--- config.mk ---
export PLATFORM = sky130hd
export DESIGN_NAME = sckt_ctrl
export DESIGN_NICKNAME = d
export VERILOG_FILES = /design/src/hw/rtl/sckt_pkg.sv /design/src/hw/rtl/sckt_ctrl.sv
export VERILOG_INCLUDE_DIRS = /design/src /design/src/hw/rtl
export SDC_FILE = /design/constraint.sdc
export NUM_CORES = 1
export LEC_CHECK = 0
export BUFFER_PORTS_ARGS = -buffer_cell sky130_fd_sc_hd__buf_4
export CAP_MARGIN = 20
export CORE_AREA = 8 8 45 47
export DETAILED_ROUTE_END_ITERATION = 7
export DIE_AREA = 0 0 53 55
export GPL_TIMING_DRIVEN = 0
export PLACE_DENSITY = 0.39
export SYNTH_ARGS = -nofsm -noshare
export SYNTH_HDL_FRONTEND = slang
export SYNTH_SLANG_ARGS = --single-unit
--- constraint.sdc ---
create_clock -name clk -period 1.3 [get_ports clk]
set_input_delay 0.26 -clock clk [delete_from_list [all_inputs] [get_ports clk]]
set_output_delay 0.26 -clock clk [all_outputs]
set_load 0.01 [all_outputs]
--- src/hw/rtl/sorted_counted_key_table_macros.svh ---
// Assertion macros for the sorted counted key table RTL.
// Depends on nothing; included by sckt_ctrl, the module that carries assertions.
`ifndef SORTED_COUNTED_KEY_TABLE_MACROS_SVH
`define SORTED_COUNTED_KEY_TABLE_MACROS_SVH

// Antecedent implies consequent in the same cycle
`define SCKT_ASSERT_NOW(lbl, clk, rst_n, ante, cons, msg) \
  lbl: assert property (@(posedge clk) disable iff (!rst_n) (ante) |-> (cons)) \
    else $error(msg);

// Antecedent implies consequent in the next cycle
`define SCKT_ASSERT_NEXT(lbl, clk, rst_n, ante, cons, msg) \
  lbl: assert property (@(posedge clk) disable iff (!rst_n) (ante) |=> (cons)) \
    else $error(msg);

`endif

--- src/hw/rtl/sckt_pkg.sv ---
// Shared types and constants of the sorted counted key table.
// Used by sckt_ctrl, sckt_datapath and sorted_counted_key_table; no dependencies.
package sckt_pkg;

  // Fixed field widths
  localparam int KEY_W    = 64;
  localparam int REQ_W    = 4;
  localparam int STATUS_W = 2;
  localparam int OCC_BITS = 8;

  // Request command codes
  localparam logic CMD_INSERT = 1'b0;
  localparam logic CMD_REMOVE = 1'b1;

  // Result status codes
  typedef enum logic [STATUS_W-1:0] {
    RES_DONE      = 2'd0,
    RES_KEPT      = 2'd1,
    RES_NOT_FOUND = 2'd2,
    RES_FULL      = 2'd3
  } res_t;

  // Table update applied by the datapath
  typedef enum logic [2:0] {
    OP_NONE,
    OP_INC,
    OP_DEC,
    OP_INSERT,
    OP_DELETE
  } op_t;

  // Controller states
  typedef enum logic [1:0] {
    ST_IDLE,
    ST_SEARCH,
    ST_APPLY
  } state_t;

  // Controller to datapath
  typedef struct packed {
    logic load;    // latch the incoming request word
    logic search;  // register per-entry compare flags
    logic apply;   // update the table and load the result word
    op_t  op;
    res_t result;
  } ctl_cmd_t;

  // Datapath to controller
  typedef struct packed {
    logic is_remove;
    logic found;
    logic last_one;  // matching entry holds a count of at most one
    logic full;
  } dp_stat_t;

endpackage

--- src/hw/rtl/sckt_ctrl.sv ---
// Controller: sequences search and apply, decides the update and result code.
// Depends on sckt_pkg and sorted_counted_key_table_macros.svh.
`include "sorted_counted_key_table_macros.svh"

module sckt_ctrl (
  input  logic               clk,
  input  logic               rst_n,
  input  logic               in_valid,
  output logic               in_stall,
  output logic               out_valid,
  input  logic               out_stall,
  input  sckt_pkg::dp_stat_t stat,
  output sckt_pkg::ctl_cmd_t cmd
);

  sckt_pkg::state_t state_r, state_nxt;
  logic             out_valid_r, out_valid_nxt;
  logic             apply_go;
  logic             accept;

  // Apply only when the result register is free or being emptied
  assign apply_go = (state_r == sckt_pkg::ST_APPLY) && (!out_valid_r || !out_stall);
  assign in_stall = !(rst_n && ((state_r == sckt_pkg::ST_IDLE) || apply_go));
  assign accept   = in_valid && !in_stall;

  // State register
  always_ff @(posedge clk) begin
    if (!rst_n) begin
      state_r     <= sckt_pkg::ST_IDLE;
      out_valid_r <= 1'b0;
    end else begin
      state_r     <= state_nxt;
      out_valid_r <= out_valid_nxt;
    end
  end

  // Next state and commands
  always_comb begin
    state_nxt     = state_r;
    out_valid_nxt = apply_go ? 1'b1 : (out_valid_r && out_stall);
    cmd.load      = accept;
    cmd.search    = (state_r == sckt_pkg::ST_SEARCH);
    cmd.apply     = apply_go;
    cmd.op        = sckt_pkg::OP_NONE;
    cmd.result    = sckt_pkg::RES_DONE;

    // update decision from the registered compare flags
    if (!stat.is_remove) begin
      if (stat.found) begin
        cmd.op = sckt_pkg::OP_INC;
      end else if (stat.full) begin
        cmd.result = sckt_pkg::RES_FULL;
      end else begin
        cmd.op = sckt_pkg::OP_INSERT;
      end
    end else begin
      if (!stat.found) begin
        cmd.result = sckt_pkg::RES_NOT_FOUND;
      end else if (stat.last_one) begin
        cmd.op = sckt_pkg::OP_DELETE;
      end else begin
        cmd.op     = sckt_pkg::OP_DEC;
        cmd.result = sckt_pkg::RES_KEPT;
      end
    end

    unique case (state_r)
      sckt_pkg::ST_IDLE: begin
        if (accept) state_nxt = sckt_pkg::ST_SEARCH;
      end
      sckt_pkg::ST_SEARCH: begin
        state_nxt = sckt_pkg::ST_APPLY;
      end
      sckt_pkg::ST_APPLY: begin
        if (apply_go) state_nxt = accept ? sckt_pkg::ST_SEARCH : sckt_pkg::ST_IDLE;
      end
      default: begin
        state_nxt = sckt_pkg::ST_IDLE;
      end
    endcase
  end

  assign out_valid = out_valid_r;

  // Checks
  `SCKT_ASSERT_NEXT(a_accept_to_search, clk, rst_n, accept, state_r == sckt_pkg::ST_SEARCH, "accepted word did not start a search")
  `SCKT_ASSERT_NEXT(a_search_to_apply, clk, rst_n, state_r == sckt_pkg::ST_SEARCH, state_r == sckt_pkg::ST_APPLY, "search not followed by apply")
  `SCKT_ASSERT_NOW(a_no_accept_in_search, clk, rst_n, state_r == sckt_pkg::ST_SEARCH, in_stall, "input taken during search")
  `SCKT_ASSERT_NEXT(a_apply_gives_result, clk, rst_n, apply_go, out_valid_r, "apply did not present a result")

endmodule

==> flow_metrics.py <==
metrics = {
    "detailed_routing": {
        "routed_wl_um": 771,
        "remaining_drc_errors": 0,
        "ant_nets": 0,
        "first_pass_iters": 2,
        "top_layer_used": "met3",
        "wl_met1_um": 279,
        "vias": 276,
        "drtIter0Drc": 1,
        "dr_wl_met2_um": 394,
        "viasPerCell": 4.452,
        "wl_met3_um": 97,
        "wl_per_cell_um": 12.44,
    },
    "sta": {
        "rsz0062_at_grt": "true",
        "holdWs_ns": 0.2612,
        "fmax_ghz": 0.7876,
        "fin_skew_ns": 0.003530,
        "slew_violations": 0,
        "period_needed_ns": 1.270,
        "timing.final.crit_share_pct": 97.66,
        "hold_viol": 0,
        "setup_viol": 0,
        "maxSlewHeadroom_pct": 85.47,
        "fin_ws_ns": 0.03038,
        "tightest_slew_ns": 0.2161,
    },
    "place": {
        "gp_congestion": 0.6154,
        "dp_hpwl_um": 585.9,
        "place_inst": 59,
        "dpl_worst_slack_ns": 0.04782,
        "port_buffers": 17,
        "placed_cell_area_um2": 359.1,
    },
    "logic_synthesis": {
        "syn_area_per_cell_um2": 8.133,
        "synth_top_area_share_pct": 28.40,
        "yosys_warnings": 0,
        "syn-num-nets": 34,
        "syn_inst": 26,
        "synthTopCellsByArea": "dfxtp_1 (28%), and4b_1 (14%), buf_4 (11%), nand3b_1 (7.1%), o31ai_1 (7.1%)",
        "ys_ff_latch": 3,
        "ys_seq_area_share_pct": 28.40,
        "synth_cell_types": 15,
        "syn_area_um2": 211.5,
        "synth_top_cell_by_area": "dfxtp_1",
    },
    "clock_tree": {
        "clk_latency_ns": 0.24,
        "cts_buffers": 3,
        "cts.sink_count": 3,
        "cts_tree": "yes",
        "path_clk_slew_ns": 0.04,
        "cts.htree.levels": 1,
        "cts_buffer_depth": 2,
        "cts_root_buf": "clkbuf_4",
    },
    "worst_setup_path": {
        "crit_arrival_ns": 1.01,
        "path_cells": "nand3_2 > buf_4 > nand3b_1 > buf_4",
        "slowest_delay_ns": 0.37,
        "endpoint_kind": "primary output",
        "rrSetupSlack_ns": 0.40,
        "critPathKind": "reg -> out",
        "cpMaxStageDelayCell": "dfxtp_4",
        "worst_r2r_endpoint": "state_r[1]",
        "required_ns": 1.04,
        "worstReg2RegStart": "out_valid",
        "cp-start-kind": "register",
        "rr_worst_depth": 3,
        "crit_top_cell": "buf_4",
        "cp_max_fo": 4,
    },
    "outcome": {
        "status": "completed",
    },
    "floorplan": {
        "pin_count": 18,
        "core_area_mm2": 0.001384,
        "start_util_pct": 15.28,
        "die-width_um": 53,
        "fp.dieArea_mm2": 0.002915,
        "die_h_um": 55,
        "rows": 14,
    },
    "global_route": {
        "grt_usage_pct": 6.110,
        "grt_max_degree": 7,
        "grt_overflow": 0,
        "grt_pass1_wl_mm": 1.324,
        "grt_pass1_vias": 305,
        "antenna_found_initial": 0,
    },
    "finish": {
        "antenna_cells": 0,
        "nets": 55,
        "final_common_cell": "buf_4",
        "area_growth_syn_to_layout_pct": 97.04,
        "drive_gt1_share_pct": 60.87,
        "finalNonFillerCells": 62,
        "stdcell_area_um2": 416.7,
        "n_fill_cell": 154,
        "layout_common_cells": "buf_4 (16), and4b_1 (3), clkbuf_4 (3), dfxtp_4 (3), buf_6 (3)",
    },
    "hold_path": {
        "hold_class": "in -> reg",
        "hold_depth": 2,
        "holdPathEnd": "state_r[1]",
        "hp-start": "rst_n",
    },
    "power": {
        "worst_ir_drop_vdd_mv": 0.2861,
        "leakagePower_nw": 0.2025,
        "p_per_area_mw_per_mm2": 862.1,
    },
    "run": {
        "maxCapViolCount": 0,
    },
}
==> per-stage QoR <==
step,TNS [ns],utilization [%],power [mW]
floorplan,0,-,0.1362
global placement,0,25.95,0.1886
detailed placement,0,25.95,0.1909
CTS,0,30.74,0.3683
global route,-0.03887,30.11,0.3945
finish,0,30.11,0.3592
==> area by class of cell <==
cell class | instances | area (um^2) | area share (%)
clock buffer | 4 | 26.28 | 6.306
inverter | 2 | 7.507 | 1.802
multi-input combinational | 18 | 137.6 | 33.03
timing repair buffer | 19 | 153.9 | 36.94
sequential | 3 | 71.32 | 17.12
tap | 16 | 20.02 | 4.805
==> worst max-delay path: cells and delay by family (launching register included) <==
kind	cells	cell delay, ns
flops	1	0.37
simple gates	2	0.15
buf+inv	2	0.26
==> cells in the mapped netlist <==
cell type	n
a21boi_0	1
a21oi_1	2
and2b_1	1
and3_1	1
and4b_1	3
buf_4	3
dfxtp_1	3
inv_1	2
nand2_1	1
nand2b_1	1
nand3_1	1
nand3b_1	2
nor2_1	2
o21a_1	1
o31ai_1	2
==> state kept, by name (all words and copies together) (netlist names) <==
register and flops:
state_r 2, out_valid 1
==> power breakdown <==
part	leakage (nW)	internal (mW)	total, mW	switching, mW
sequential	0.0267	0.0935	0.0988	0.00529
combinational	0.161	0.0524	0.0898	0.0374
clock	0.0150	0.115	0.171	0.0551
==> per-layer routing <==
metal / GRT usage, % / vias up
li1: - / 132
met1: 5.900 / 128
met2: 9.766 / 16
met3: 5.348 / 0
met4: 1.293 / 0
met5: 0 / -
==> cells by family after synthesis <==
kind of cell,count (synthesis),synth area share (%)
DFF,3,28.40
AOI/OAI and AO/OA,6,18.94
and+or+nand+nor,12,38.46
buffers and inverters,5,14.20
==> how the worst max path moves through the flow <==
| stage | startpoint | to | slack, ns | depth (start not counted) |
|---|---|---|---|---|
| final | state_r[1] | in_stall | 0.03 | 4 |
| after detailed placement | out_valid | cmd[7] | 0.05 | 4 |
| after floorplan | out_valid | cmd[7] | 0.19 | 3 |
| after CTS | out_valid | cmd[5] | 0.003 | 4 |
| after global routing | state_r[1] | in_stall | -0.03 | 4 |
| after global placement | out_valid | cmd[7] | 0.07 | 4 |
==> timing repair <==
action,4_1_cts,5_1_grt
resized for setup,10,2
pin swaps,2,1
endpoints found under the setup margin,3,4
hold buffers,0,0
setup buffers,2,0
Note: power is estimated with default switching activity, not from simulation.
